$ cat src/design/cdoc_pkg.sv
// Package for the CIGAR deletion overlap caller.
// Holds widths, op codes, register indexes, reset values and shared types.
// No dependencies.
package cdoc_pkg;

   // Field widths
   localparam int unsigned OPC_W      = 4;
   localparam int unsigned LEN_W      = 28;
   localparam int unsigned POS_W      = 31;
   localparam int unsigned MAPQ_W     = 8;
   localparam int unsigned FRAC_W     = 17;
   localparam int unsigned OFS_W      = 32;
   // read_start + offset + length stays below 2^33
   localparam int unsigned COORD_W    = 33;
   // larger interval length stays at or below 2^31
   localparam int unsigned BIG_W      = 32;
   localparam int unsigned REM_W      = BIG_W + 1;
   localparam int unsigned TLEN_W     = POS_W + 2;
   localparam int unsigned SHARED_W   = COORD_W + 2;
   localparam int unsigned CSR_ADDR_W = 2;
   localparam int unsigned CSR_DATA_W = 31;

   // Divider: one quotient bit per step
   localparam int unsigned FRAC_STEPS = FRAC_W;
   localparam int unsigned STEP_W     = $clog2(FRAC_STEPS);
   localparam logic [FRAC_W-1:0] Q16_ONE = FRAC_W'(65536);

   // Defaults of the top-level parameters
   localparam int unsigned MIN_DEL_LEN_DEF = 20;
   localparam int unsigned FIFO_DEPTH_DEF  = 4;

   // CIGAR op codes that move along the reference
   localparam logic [OPC_W-1:0] OP_M  = 4'd0;
   localparam logic [OPC_W-1:0] OP_D  = 4'd2;
   localparam logic [OPC_W-1:0] OP_EQ = 4'd7;
   localparam logic [OPC_W-1:0] OP_X  = 4'd8;

   // Register reset values
   localparam logic [MAPQ_W-1:0] MIN_MAPQ_RST    = 8'd10;
   localparam logic [FRAC_W-1:0] MIN_OVERLAP_RST = 17'd32768;

   typedef enum logic [CSR_ADDR_W-1:0] {
      CSR_MIN_MAPQ    = 2'd0,
      CSR_MIN_OVERLAP = 2'd1,
      CSR_SV_START    = 2'd2,
      CSR_SV_END      = 2'd3
   } csr_index_type;

   typedef struct packed {
      logic [MAPQ_W-1:0] min_map_quality;
      logic [FRAC_W-1:0] min_overlap;
      logic [POS_W-1:0]  sv_start;
      logic [POS_W-1:0]  sv_end;
   } cdoc_cfg_type;

   // Deletion candidate handed from front to back, one-based full-width interval
   typedef struct packed {
      logic [COORD_W-1:0] del_start;
      logic [COORD_W-1:0] del_end;
      logic [LEN_W-1:0]   del_length;
      logic               minus_strand;
   } cdoc_cand_type;

   typedef struct packed {
      logic [POS_W-1:0]  del_start;
      logic [POS_W-1:0]  del_end;
      logic [LEN_W-1:0]  del_length;
      logic [FRAC_W-1:0] overlap_fraction;
      logic              minus_strand;
   } cdoc_result_type;

   typedef enum logic [1:0] {
      BK_IDLE,
      BK_PREP,
      BK_DIV,
      BK_DONE
   } cdoc_back_state_type;

endpackage

$ cat src/design/cdoc_front.sv
// Front end of the deletion caller: read filter, reference offset tracking,
// deletion candidate extraction. Depends on cdoc_pkg.
module cdoc_front import cdoc_pkg::*; #(
   parameter int unsigned MIN_DEL_LEN = MIN_DEL_LEN_DEF
) (
   input  logic                clock,
   input  logic                reset,
   input  logic                push,
   input  logic                first_of_read,
   input  logic [OPC_W-1:0]    op_code,
   input  logic [LEN_W-1:0]    op_length,
   input  logic [POS_W-1:0]    read_start,
   input  logic [MAPQ_W-1:0]   map_quality,
   input  logic                is_duplicate,
   input  logic                failed_qc,
   input  logic                is_unmapped,
   input  logic                reverse_strand,
   input  logic [MAPQ_W-1:0]   min_map_quality,
   input  logic                queue_full,
   output logic                cand_push,
   output cdoc_cand_type       cand
);

   localparam logic [LEN_W-1:0] MIN_LEN = LEN_W'(MIN_DEL_LEN);

   logic [OFS_W-1:0] ref_offset_ff;
   logic [OFS_W-1:0] ref_offset_in;
   logic [OFS_W-1:0] offset_base;
   logic             accept;
   logic             dropped;
   logic             advance;
   logic             long_del;

   assign accept      = push & ~queue_full;
   assign dropped     = (map_quality < min_map_quality) | is_duplicate | failed_qc | is_unmapped;
   assign offset_base = first_of_read ? '0 : ref_offset_ff;
   assign long_del    = (op_code == OP_D) && (op_length >= MIN_LEN);

   // Classify ops that consume reference bases
   always_comb begin
      case (op_code) inside
         OP_M, OP_D, OP_EQ, OP_X: advance = 1'b1;
         default:                 advance = 1'b0;
      endcase
   end

   // Advance the offset; a new read clears it even when the read is dropped
   always_comb begin
      ref_offset_in = ref_offset_ff;
      if (accept) begin
         if (!dropped && advance) begin
            ref_offset_in = offset_base + OFS_W'(op_length);
         end else begin
            ref_offset_in = offset_base;
         end
      end
   end

   always_ff @(posedge clock) begin
      if (reset) begin
         ref_offset_ff <= '0;
      end else begin
         ref_offset_ff <= ref_offset_in;
      end
   end

   // Build the one-based deletion interval
   assign cand.del_start    = COORD_W'(read_start) + COORD_W'(offset_base) + COORD_W'(1);
   assign cand.del_end      = COORD_W'(read_start) + COORD_W'(offset_base) + COORD_W'(op_length);
   assign cand.del_length   = op_length;
   assign cand.minus_strand = reverse_strand;
   assign cand_push         = accept & ~dropped & long_del;

endmodule

$ cat src/design/cdoc_fifo.sv
// Candidate queue between front and back ends.
// Register-based FIFO; depends on cdoc_pkg for the entry type.
module cdoc_fifo import cdoc_pkg::*; #(
   parameter int unsigned DEPTH = FIFO_DEPTH_DEF
) (
   input  logic           clock,
   input  logic           reset,
   input  logic           push,
   input  cdoc_cand_type  push_data,
   output logic           full,
   input  logic           pop,
   output cdoc_cand_type  pop_data,
   output logic           empty
);

   localparam int unsigned PTR_W = $clog2(DEPTH);
   localparam int unsigned CNT_W = $clog2(DEPTH + 1);
   localparam logic [PTR_W-1:0] LAST_PTR = PTR_W'(DEPTH - 1);
   localparam logic [CNT_W-1:0] FULL_CNT = CNT_W'(DEPTH);

   cdoc_cand_type     entries_ff [DEPTH];
   logic [PTR_W-1:0]  wr_ptr_ff;
   logic [PTR_W-1:0]  wr_ptr_in;
   logic [PTR_W-1:0]  rd_ptr_ff;
   logic [PTR_W-1:0]  rd_ptr_in;
   logic [CNT_W-1:0]  count_ff;
   logic [CNT_W-1:0]  count_in;
   logic              do_push;
   logic              do_pop;

   assign full     = (count_ff == FULL_CNT);
   assign empty    = (count_ff == '0);
   assign do_push  = push & ~full;
   assign do_pop   = pop & ~empty;
   assign pop_data = entries_ff[rd_ptr_ff];

   // Advance pointers with wrap, track fill level
   always_comb begin
      wr_ptr_in = wr_ptr_ff;
      rd_ptr_in = rd_ptr_ff;
      count_in  = count_ff;
      if (do_push) begin
         wr_ptr_in = (wr_ptr_ff == LAST_PTR) ? '0 : wr_ptr_ff + PTR_W'(1);
      end
      if (do_pop) begin
         rd_ptr_in = (rd_ptr_ff == LAST_PTR) ? '0 : rd_ptr_ff + PTR_W'(1);
      end
      if (do_push && !do_pop) begin
         count_in = count_ff + CNT_W'(1);
      end else if (!do_push && do_pop) begin
         count_in = count_ff - CNT_W'(1);
      end
   end

   always_ff @(posedge clock) begin
      if (reset) begin
         wr_ptr_ff <= '0;
         rd_ptr_ff <= '0;
         count_ff  <= '0;
      end else begin
         wr_ptr_ff <= wr_ptr_in;
         rd_ptr_ff <= rd_ptr_in;
         count_ff  <= count_in;
      end
   end

   // Store the entry
   always_ff @(posedge clock) begin
      if (do_push) begin
         entries_ff[wr_ptr_ff] <= push_data;
      end
   end

endmodule

$ cat src/design/cdoc_back.sv
// Back end of the deletion caller: overlap with the target interval,
// bit-serial reciprocal overlap divide, threshold and result register.
// Depends on cdoc_pkg.
module cdoc_back import cdoc_pkg::*; (
   input  logic             clock,
   input  logic             reset,
   input  cdoc_cfg_type     cfg,
   input  logic             queue_empty,
   input  cdoc_cand_type    queue_data,
   output logic             queue_pop,
   output logic             rsp_empty,
   output cdoc_result_type  rsp_data,
   input  logic             rsp_pop
);

   localparam logic [STEP_W-1:0] LAST_STEP = STEP_W'(FRAC_STEPS - 1);

   cdoc_back_state_type        state_ff;
   cdoc_back_state_type        state_in;
   cdoc_cand_type              cand_ff;
   cdoc_cand_type              cand_in;
   logic [COORD_W-1:0]         lo_ff;
   logic [COORD_W-1:0]         lo_in;
   logic [COORD_W-1:0]         hi_ff;
   logic [COORD_W-1:0]         hi_in;
   logic signed [TLEN_W-1:0]   tlen_ff;
   logic signed [TLEN_W-1:0]   tlen_in;
   logic [BIG_W-1:0]           big_ff;
   logic [BIG_W-1:0]           big_in;
   logic [REM_W-1:0]           rem_ff;
   logic [REM_W-1:0]           rem_in;
   logic [FRAC_W-1:0]          quo_ff;
   logic [FRAC_W-1:0]          quo_in;
   logic [STEP_W-1:0]          step_ff;
   logic [STEP_W-1:0]          step_in;
   logic                       rsp_valid_ff;
   logic                       rsp_valid_in;
   cdoc_result_type            rsp_data_ff;
   cdoc_result_type            rsp_data_in;

   logic [COORD_W-1:0]         ts_ext;
   logic [COORD_W-1:0]         te_ext;
   logic signed [SHARED_W-1:0] shared;
   logic                       shared_pos;
   logic [REM_W-1:0]           shifted;
   logic                       ge;
   logic                       hit;
   logic                       out_free;
   logic                       load_rsp;
   logic                       last_step;

   assign ts_ext     = COORD_W'(cfg.sv_start);
   assign te_ext     = COORD_W'(cfg.sv_end);
   assign shared     = $signed({2'b00, hi_ff}) - $signed({2'b00, lo_ff})
                       + SHARED_W'(signed'(1));
   assign shared_pos = !shared[SHARED_W-1] && (shared != '0);
   assign shifted    = (step_ff == '0) ? rem_ff : {rem_ff[REM_W-2:0], 1'b0};
   assign ge         = shifted >= {1'b0, big_ff};
   assign last_step  = (step_ff == LAST_STEP);
   assign hit        = quo_ff >= cfg.min_overlap;
   assign out_free   = !rsp_valid_ff || rsp_pop;

   // Next state
   always_comb begin
      state_in = state_ff;
      unique case (state_ff)
         BK_IDLE: if (!queue_empty) state_in = BK_PREP;
         BK_PREP: state_in = shared_pos ? BK_DIV : BK_IDLE;
         BK_DIV:  if (last_step) state_in = BK_DONE;
         BK_DONE: if (!hit || out_free) state_in = BK_IDLE;
         default: state_in = BK_IDLE;
      endcase
   end

   // State outputs
   always_comb begin
      queue_pop = 1'b0;
      load_rsp  = 1'b0;
      unique case (state_ff)
         BK_IDLE: queue_pop = !queue_empty;
         BK_PREP: ;
         BK_DIV:  ;
         BK_DONE: load_rsp = hit && out_free;
         default: ;
      endcase
   end

   // Datapath: clip to the target, pick the larger length, divide one bit a step
   always_comb begin
      cand_in     = cand_ff;
      lo_in       = lo_ff;
      hi_in       = hi_ff;
      tlen_in     = tlen_ff;
      big_in      = big_ff;
      rem_in      = rem_ff;
      quo_in      = quo_ff;
      step_in     = step_ff;
      rsp_data_in = rsp_data_ff;
      if (queue_pop) begin
         cand_in = queue_data;
         lo_in   = (queue_data.del_start > ts_ext) ? queue_data.del_start : ts_ext;
         hi_in   = (queue_data.del_end < te_ext) ? queue_data.del_end : te_ext;
         tlen_in = $signed({2'b00, cfg.sv_end}) - $signed({2'b00, cfg.sv_start})
                   + TLEN_W'(signed'(1));
      end
      if (state_ff == BK_PREP) begin
         big_in  = (tlen_ff[BIG_W-1:0] > BIG_W'(cand_ff.del_length)) ?
                   tlen_ff[BIG_W-1:0] : BIG_W'(cand_ff.del_length);
         rem_in  = shared[REM_W-1:0];
         quo_in  = '0;
         step_in = '0;
      end
      if (state_ff == BK_DIV) begin
         rem_in  = ge ? shifted - {1'b0, big_ff} : shifted;
         quo_in  = {quo_ff[FRAC_W-2:0], ge};
         step_in = step_ff + STEP_W'(1);
      end
      if (load_rsp) begin
         rsp_data_in.del_start        = cand_ff.del_start[POS_W-1:0];
         rsp_data_in.del_end          = cand_ff.del_end[POS_W-1:0];
         rsp_data_in.del_length       = cand_ff.del_length;
         rsp_data_in.overlap_fraction = quo_ff;
         rsp_data_in.minus_strand     = cand_ff.minus_strand;
      end
   end

   // Hold the result until it is popped
   always_comb begin
      rsp_valid_in = rsp_valid_ff;
      if (load_rsp) begin
         rsp_valid_in = 1'b1;
      end else if (rsp_pop) begin
         rsp_valid_in = 1'b0;
      end
   end

   always_ff @(posedge clock) begin
      if (reset) begin
         state_ff     <= BK_IDLE;
         rsp_valid_ff <= 1'b0;
      end else begin
         state_ff     <= state_in;
         rsp_valid_ff <= rsp_valid_in;
      end
   end

   always_ff @(posedge clock) begin
      cand_ff     <= cand_in;
      lo_ff       <= lo_in;
      hi_ff       <= hi_in;
      tlen_ff     <= tlen_in;
      big_ff      <= big_in;
      rem_ff      <= rem_in;
      quo_ff      <= quo_in;
      step_ff     <= step_in;
      rsp_data_ff <= rsp_data_in;
   end

   assign rsp_empty = !rsp_valid_ff;
   assign rsp_data  = rsp_data_ff;

   // Partial remainder stays below the divisor once a step has run
   a_rem_bound: assert property (@(posedge clock) disable iff (reset)
      (state_ff == BK_DIV && step_ff != '0) |-> (rem_ff < {1'b0, big_ff}))
      else $error("divider remainder out of range");

   // Reciprocal overlap never exceeds one
   a_frac_bound: assert property (@(posedge clock) disable iff (reset)
      (state_ff == BK_DONE) |-> (quo_ff <= Q16_ONE))
      else $error("overlap fraction above one");

   // A new result appears only from the threshold check
   a_rsp_source: assert property (@(posedge clock) disable iff (reset)
      (!rsp_valid_ff ##1 rsp_valid_ff) |-> $past(state_ff == BK_DONE && hit))
      else $error("result loaded outside the threshold check");

endmodule

$ cat src/design/cigar_deletion_overlap_caller_top.sv
// CIGAR deletion caller, top level: configuration registers, front end,
// candidate queue and back end. Depends on cdoc_pkg, cdoc_front, cdoc_fifo, cdoc_back.
//
// Takes one CIGAR operation per clock on the push/full side as long as the
// candidate queue has room; every operation, filtered or not, passes through
// the front end, where the per-read reference offset is accumulated. Each
// deletion of at least MIN_DEL_LEN bases from an accepted read becomes a
// candidate in a FIFO_DEPTH-entry queue. The back end takes a candidate that
// overlaps the target interval through queue pop and clip, shared and larger
// length, the one-bit-per-cycle restoring divider and the threshold check,
// and drops one that misses it after the shared and larger length step. full
// rises once FIFO_DEPTH candidates wait, that is when long deletions arrive
// faster than the back end retires them or while a passing deletion holds
// the back end at the threshold check until the result register is popped.
// There is no clearing pass after reset. Write the csr_ registers only while
// the block is idle.
module cigar_deletion_overlap_caller_top import cdoc_pkg::*; #(
   parameter int unsigned MIN_DEL_LEN = MIN_DEL_LEN_DEF,
   parameter int unsigned FIFO_DEPTH  = FIFO_DEPTH_DEF
) (
   input  logic                  clock,
   input  logic                  reset,
   input  logic                  push,
   output logic                  full,
   input  logic                  req_first_of_read,
   input  logic [OPC_W-1:0]      req_op_code,
   input  logic [LEN_W-1:0]      req_op_length,
   input  logic [POS_W-1:0]      req_read_start,
   input  logic [MAPQ_W-1:0]     req_map_quality,
   input  logic                  req_is_duplicate,
   input  logic                  req_failed_qc,
   input  logic                  req_is_unmapped,
   input  logic                  req_reverse_strand,
   output logic                  empty,
   input  logic                  pop,
   output logic [POS_W-1:0]      rsp_del_start,
   output logic [POS_W-1:0]      rsp_del_end,
   output logic [LEN_W-1:0]      rsp_del_length,
   output logic [FRAC_W-1:0]     rsp_overlap_fraction,
   output logic                  rsp_minus_strand,
   input  logic                  csr_we,
   input  logic [CSR_ADDR_W-1:0] csr_addr,
   input  logic [CSR_DATA_W-1:0] csr_wdata
);

   cdoc_cfg_type     cfg_ff;
   cdoc_cfg_type     cfg_in;
   logic             cand_push;
   cdoc_cand_type    cand;
   logic             queue_full;
   logic             queue_empty;
   logic             queue_pop;
   cdoc_cand_type    queue_data;
   cdoc_result_type  rsp_data;

   // Decode register writes
   always_comb begin
      cfg_in = cfg_ff;
      if (csr_we) begin
         unique case (csr_index_type'(csr_addr))
            CSR_MIN_MAPQ:    cfg_in.min_map_quality = csr_wdata[MAPQ_W-1:0];
            CSR_MIN_OVERLAP: cfg_in.min_overlap     = csr_wdata[FRAC_W-1:0];
            CSR_SV_START:    cfg_in.sv_start        = csr_wdata[POS_W-1:0];
            CSR_SV_END:      cfg_in.sv_end          = csr_wdata[POS_W-1:0];
            default:         cfg_in = cfg_ff;
         endcase
      end
   end

   always_ff @(posedge clock) begin
      if (reset) begin
         cfg_ff.min_map_quality <= MIN_MAPQ_RST;
         cfg_ff.min_overlap     <= MIN_OVERLAP_RST;
         cfg_ff.sv_start        <= '0;
         cfg_ff.sv_end          <= '0;
      end else begin
         cfg_ff <= cfg_in;
      end
   end

   assign full = queue_full;

   cdoc_front #(
      .MIN_DEL_LEN (MIN_DEL_LEN)
   ) u_front (
      .clock           (clock),
      .reset           (reset),
      .push            (push),
      .first_of_read   (req_first_of_read),
      .op_code         (req_op_code),
      .op_length       (req_op_length),
      .read_start      (req_read_start),
      .map_quality     (req_map_quality),
      .is_duplicate    (req_is_duplicate),
      .failed_qc       (req_failed_qc),
      .is_unmapped     (req_is_unmapped),
      .reverse_strand  (req_reverse_strand),
      .min_map_quality (cfg_ff.min_map_quality),
      .queue_full      (queue_full),
      .cand_push       (cand_push),
      .cand            (cand)
   );

   cdoc_fifo #(
      .DEPTH (FIFO_DEPTH)
   ) u_fifo (
      .clock     (clock),
      .reset     (reset),
      .push      (cand_push),
      .push_data (cand),
      .full      (queue_full),
      .pop       (queue_pop),
      .pop_data  (queue_data),
      .empty     (queue_empty)
   );

   cdoc_back u_back (
      .clock       (clock),
      .reset       (reset),
      .cfg         (cfg_ff),
      .queue_empty (queue_empty),
      .queue_data  (queue_data),
      .queue_pop   (queue_pop),
      .rsp_empty   (empty),
      .rsp_data    (rsp_data),
      .rsp_pop     (pop)
   );

   assign rsp_del_start        = rsp_data.del_start;
   assign rsp_del_end          = rsp_data.del_end;
   assign rsp_del_length       = rsp_data.del_length;
   assign rsp_overlap_fraction = rsp_data.overlap_fraction;
   assign rsp_minus_strand     = rsp_data.minus_strand;

endmodule
$ cat config.mk
export PLATFORM = sky130hd
export DESIGN_NAME = cigar_deletion_overlap_caller_top
export DESIGN_NICKNAME = d
export VERILOG_FILES = /design/src/design/cdoc_pkg.sv /design/src/design/cdoc_front.sv /design/src/design/cdoc_fifo.sv /design/src/design/cdoc_back.sv /design/src/design/cigar_deletion_overlap_caller_top.sv
export SDC_FILE = /design/constraint.sdc
export NUM_CORES = 2
export LEC_CHECK = 0
export ABC_AREA = 1
export BUFFER_PORTS_ARGS = -buffer_cell sky130_fd_sc_hd__buf_4
export CAP_MARGIN = 15
export CORE_ASPECT_RATIO = 0.9
export CORE_MARGIN = 1.5
export CORE_UTILIZATION = 60
export DETAILED_ROUTE_END_ITERATION = 7
export GPL_ROUTABILITY_DRIVEN = 0
export PLACE_DENSITY = 0.76
export REMOVE_ABC_BUFFERS = 1
export SLEW_MARGIN = 10
export SYNTH_ARGS = -nofsm -noshare
export SYNTH_HDL_FRONTEND = slang
export SYNTH_SLANG_ARGS = --single-unit
$ cat constraint.sdc
create_clock -name clock -period 15 [get_ports clock]
set_input_delay 1.5 -clock clock [delete_from_list [all_inputs] [get_ports clock]]
set_output_delay 1.5 -clock clock [all_outputs]
set_load 0.03 [all_outputs]
* Word-level counts from Yosys, hierarchy flattened *
Memory sizes are Yosys's and may differ from the RTL's. A register that Yosys moved wholly into a read port is not among the register bits.
Cells that the tools add are included.

cells by class
  add/sub/neg operators = 14
  order comparisons = 7
  equality and inequality tests = 16
  multiplexer cells = 31
  bitwise operators = 11
  reductions and logical operators = 30

operators by type and width
  cell                   count
  $mux 33                4
  $mux 32                2
  $mux 31                2
  $add 35x2->35 const B  1
  $reduce_bool 35->1     1
  $mux 17                2
  $sub 33x33->34         1
  $add 31x32->33         1
  $add 33x1->33 const B  1
  $add 33x28->33         1
  $ge 33x32->1           1
  $gt 33x31->1           1
  $lt 33x31->1           1
  $sub 33x32->33         1
  $add 32x2->32 const B  1
  $add 32x28->32         1
  $gt 32x28->1           1
  $sub 31x31->32         1
  $ge 28x5->1 const B    1
  $mux 28                1
  $ge 17x17->1           1
  $mux 2                 8
  $eq 2x2->1 const B     6
  $mux 5                 2
  30 further kinds       66

word-level totals
  register bits = 513
  memory bits (writable) = 380
  bits of input ports = 114
  output and inout bits = 110
  word-level logic and storage cells = 139
  memories kept = 1

memory list
  name               depth  bits a word  rd ports  clocked after memory_dff  write ports  RTL line         source
  u_fifo.entries_ff  4      95           1         1                         1            cdoc_fifo.sv:21  cdoc_cand_type entries_ff [DEPTH];

* Logic depth before layout (Yosys ltp) *
  depth after elaboration = 12
  mapped depth = 29
  mapped depth without buffers = 27

* By module *
A second synthesis with hierarchy kept.

unflattened totals
  cells, all modules = 6021
  area total of the unflattened synthesis = 51779.7 sq um

by module, submodules not included
  module                             instances  cells an instance  area each (sq um)  seq. area each (sq um)
  cdoc_back                          1          2823               24637.4            11591.1
  cdoc_fifo                          1          989                14567.7            11591.1
  cdoc_front                         1          1658               9023.7             640.6
  cigar_deletion_overlap_caller_top  1          551                3550.9             1741.7

* Least setup slack after synthesis *
OpenSTA, ideal clock, no wires.

  path kind = input-to-reg
  from = input req_map_quality[1]
  to = memory u_fifo.entries_ff[0][0] (netlist name), enable pin
  setup time = 550 ps
  arrival time = 6604 ps
  data required time = 14450 ps
  path slack = 7846 ps
  stages on the path = 10
  path buffers = 0
  cells stage by stage = ha_1 -> o21a_1 -> o211ai_1 -> nand2_1 -> nand4_1 -> o211ai_1 -> nand2_1 -> nor4_1 -> inv_1 -> nor2_1

on the way
  cells in the longest elaborated chain, start to end = 10

RTL lines
  what                          RTL line                                 source
  from (decl)                   cigar_deletion_overlap_caller_top.sv:29  input logic [MAPQ_W-1:0] req_map_quality,
  $lt 8x8->1                    cdoc_front.sv:35                         assign dropped = (map_quality < min_map_quality) | is_duplicate | failed_qc | is_unmapped;
  $or 1x1->1 (3 in series)      cdoc_front.sv:35
  $not 1->1                     cdoc_front.sv:72                         assign cand_push = accept & ~dropped & long_del;
  $and 1x1->1 (2 in series)     cdoc_front.sv:72
  $and 1x1->1                   cdoc_fifo.sv:33                          assign do_push = push & ~full;
  via u_fifo.do_push            cdoc_fifo.sv:28                          logic do_push;
  $mux 1                        cdoc_fifo.sv:69                          if (do_push) begin
  $mux 1 (not written as such)  cdoc_fifo.sv:70                          entries_ff[wr_ptr_ff] <= push_data;
  to (decl)                     cdoc_fifo.sv:21

The timed path passes the listed nets, and every way through them passes these cells.

==> key figures <==
Clocking
  – Setup Buffers After CTS: 0
  – H-tree depth: 3
  – CTS Hold Bufs: 0
  – Clock sinks: 895
  – Post-CTS sizing: 0
  – Clock buffer depth: 3
  – Cts bufs inserted: 90
  – Clock Tree Root: clkbuf_16
  – CTS tree: done
  – Clk pin slew, worst setup/hold paths: ~0.070 ns
  – Worst-Skew Late Latency: 0.67 ns

Setup path
  – Crit path largest cell delay: 0.52 ns
  – CP Launch Type: input pin
  – Critical Path, Cell by Cell: buf_4 -> inv_1 -> nand2_1 -> inv_1 -> ha_1 -> a21oi_1 -> nand2_2 -> a21oi_4 -> o21ai_4 -> a21oi_4 -> o21ai_2 -> nand2_1 -> nand2_1 -> xnor2_1 -> inv_1 -> ha_1 -> nand2_1 -> nor2_1 -> inv_1 -> nor2_1 -> nand2_1 -> o21ai_0 -> nand3_1 -> xor2_1
  – CP arrival: ~6 ns
  – CP Max Fanout: 29
  – Nature of the critical path endpoint: register
  – Slowest cell on the critical path: o21ai_0
  – Setup Crit Path Kind: in -> reg
  – Critical path origin: req_first_of_read
  – Register-to-Register Path Depth: 19
  – WP data required: 15.38 ns
  – Top cell by count, worst path: nand2_1

Global routing
  – Pin count of the biggest net entering global routing: 122
  – GRT Util Overall: between 30% and 40%
  – Vias in the first global route: 37390
  – Initial antenna violation count: 4
  – Overflow after GRT: 0
  – First-pass GRT wire length: 206000 um

STA
  – Max Clock Freq: 179 MHz
  – Setup Skew: 0.0378 ns
  – Sum of negative setup slack: 0 ns
  – Worst hold slack: about 0.40 ns
  – Max Slew Vio Count: 0
  – Measured slew at the worst slew-check pin: 1.05 ns
  – Post-route worst setup slack: 9.41 ns
  – Tcrit/Tclk final: 37.2%
  – Min Tclk post-route: around 5.6 ns
  – Final-report setup violation count: 0
  – RSZ-0062 raised after global routing: false
  – Final Hold Fails: 0
  – Relative slew slack: between 20% and 30%

Logic synthesis
  – Main flop type after synthesis: edfxtp_1
  – Synth Area in Adders: under 10%
  – Synth Area in Compound Gates: 12.9%
  – Distinct cell type count after synthesis: 70
  – Async SR Flop Fraction: 0%
  – Netlist Area Pre-Place: between 40000 and 50000 sq um
  – Post-synthesis xor/xnor area fraction: 3.00%
  – #FFs+latches synth: between 800 and 900
  – Post-synth EDFFs: 764
  – Fraction of the yosys area taken by sequential cells: about 52%
  – Gate Count Post-Synth: 5321
  – Syn Area/Cell: 9.22 sq um
  – Post-synthesis mux area share: 0%
  – Simple-gate portion of the synthesized area: 16.6%
  – Main combinational cell family by area after synthesis: simple AND/OR/NAND/NOR gates
  – Synth Warn #: 0

Finish
  – Synth-to-layout area growth: 12.2%
  – Area taken by multi-input logic gates: 20400 sq um
  – Register area: approximately 26000 sq um
  – Layout cells sized above 1: 9.41%
  – Nets: 5984
  – Most frequent cells in the layout: nand2_1, edfxtp_1, inv_1
  – Fillcell total: 6168
  – Commonest non-fill, non-tap cell in the layout: nand2_1

Power and ir drop
  – Switching Fraction: around 43%
  – Combinational group share of total power: between 40% and 50%
  – Sw power: approximately 4800 uW
  – PD cells: 205 nW/um^2
  – Sequential Power Share: 33.2%
  – Clk pwr share: 21.1%
  – Int Power: 6420 uW
  – Peak VDD IR: 0.140 mV
  – Lkg Pwr: about 0.023 uW
  – Power, Total: 11300 uW

Worst hold path
  – Hold Crit Class: reg -> reg
  – Min-Delay Startpoint: u_back.cand_ff[75]
  – Min-Delay Path Depth: 0

Flow run
  – Max-capacitance violation count: 0

Die
  – Vert. Die Dim: 274 um
  – Die ar.: 83500 sq um
  – Row count: 99
  – Die width: just over 300 um
  – Ports: 224
  – Core area: 81000 sq um
  – Initial cell density of the core: 60.6%

Placed design
  – DP HPWL: 98300 um
  – Place WS: 8.86 ns
  – Port Buf Inserts: about 220

Drt
  – Vias: 39266
  – Pre-Repair DR Iteration Count: 6
  – Initial drt markers: 4022
  – Final wirelength: between 100000 and 150000 um
  – Drt via density: 5.89
  – WL/cell: around 20 um
  – Remaining DRCs: 0
  – Detail Route Antenna Nets: 0

Outcome
  – Status: finished clean
## per-stage QoR
step | utilization, % | instance area [sq um] | std cells
after floorplan | - | 48500 | 5168
after global placement | 64.0 | 51900 | 6489
after detailed placement | 64.0 | 51900 | 6489
after CTS | 68.0 | 55000 | 6659
after global routing | 68.0 | 55100 | 6660
final | 68.0 | 55100 | 6661
## area by class of cell
class | instances | area share (%)
Antenna cell | 1 | 0.00454
Clock buffer | 114 | 4.51
Clock inverter | 56 | 1.29
Inverter | 676 | 4.63
Multi-Input combinational cell | 3597 | 37.1
Sequential cell | 895 | 46.4
Tap cell | 1060 | 2.41
Timing Repair Buffer | 262 | 3.62
## power groups by stage
stage | clock network [uW] | logic, uW | registers [uW]
floorplan | 0 | 3560 | 3750
global placement | 0 | 4880 | 3760
detailed placement | 0 | 5000 | 3780
CTS | 2390 | 5050 | 3730
global route | 2490 | 5750 | 3770
finish | 2380 | 5150 | 3740
## registers in the layout, indices dropped and copies added, names as in the netlist, named ones only
signal and count:
cfg_ff 87, u_fifo.count_ff 3, u_back.rem_ff 33, u_back.lo_ff 33, u_back.rsp_valid_ff 1, u_back.tlen_ff 32, u_back.quo_ff 17, u_back.cand_ff 91
u_back.big_ff 32, u_front.ref_offset_ff 32, u_fifo.entries_ff 380, u_back.state_ff 1, u_back.hi_ff 33, u_back.step_ff 5, u_back.rsp_data 108, u_fifo.wr_ptr_ff 2
u_fifo.rd_ptr_ff 2
## worst max-delay path: cells and delay by family
| kind | cells | cell delay [ns] |
|---|---|---|
| AOI/OAI and AO/OA | 6 | 1.39 |
| and+or+nand+nor | 9 | 0.95 |
| buffers and inverters | 5 | 0.88 |
| adders and majority gates | 2 | 0.75 |
| xor gates and xnor gates | 2 | 0.46 |
## per-layer routing
layer	GRT usage [%]	routed length, um	up-vias	share of wire, %
li1	-	-	18671	-
met1	41.8	53600	18449	40
met2	52.4	62500	1797	46
met3	4.27	11300	349	8.4
met4	16.0	7250	0	5.4
met5	0	0	-	0
## final timing paths
path | to | slack, ns
min | u_back.rsp_data[90] | 0.40
min reg2reg | u_back.rsp_data[90] | 0.40
max | u_fifo.entries_ff[1][59] | 9.41
max reg2reg | u_back.hi_ff[27] | 9.44
## cell usage after synthesis, drive strengths merged, types with 49 or more instances
cell	n	area [sq um]
inv	673	2530
nand4	62	394
nand2	996	3770
xnor2	59	524
edfxtp	764	22900
nand3	226	1160
a21oi	395	2020
dfxtp	131	2620
nor3	49	267
o22ai	91	569
nor2	529	2090
clkbuf	137	514
o21ai	536	2700
xor2	102	946
ha	341	4270
## cells by family after synthesis
group,Yosys count
other,1
and+or+nand+nor,1931
DFF,895
buffers and inverters,830
AOI/OAI and AO/OA,1155
xor gates and xnor gates,161
adders and majority gates,348
No activity file was read; power rests on OpenSTA's default activity.
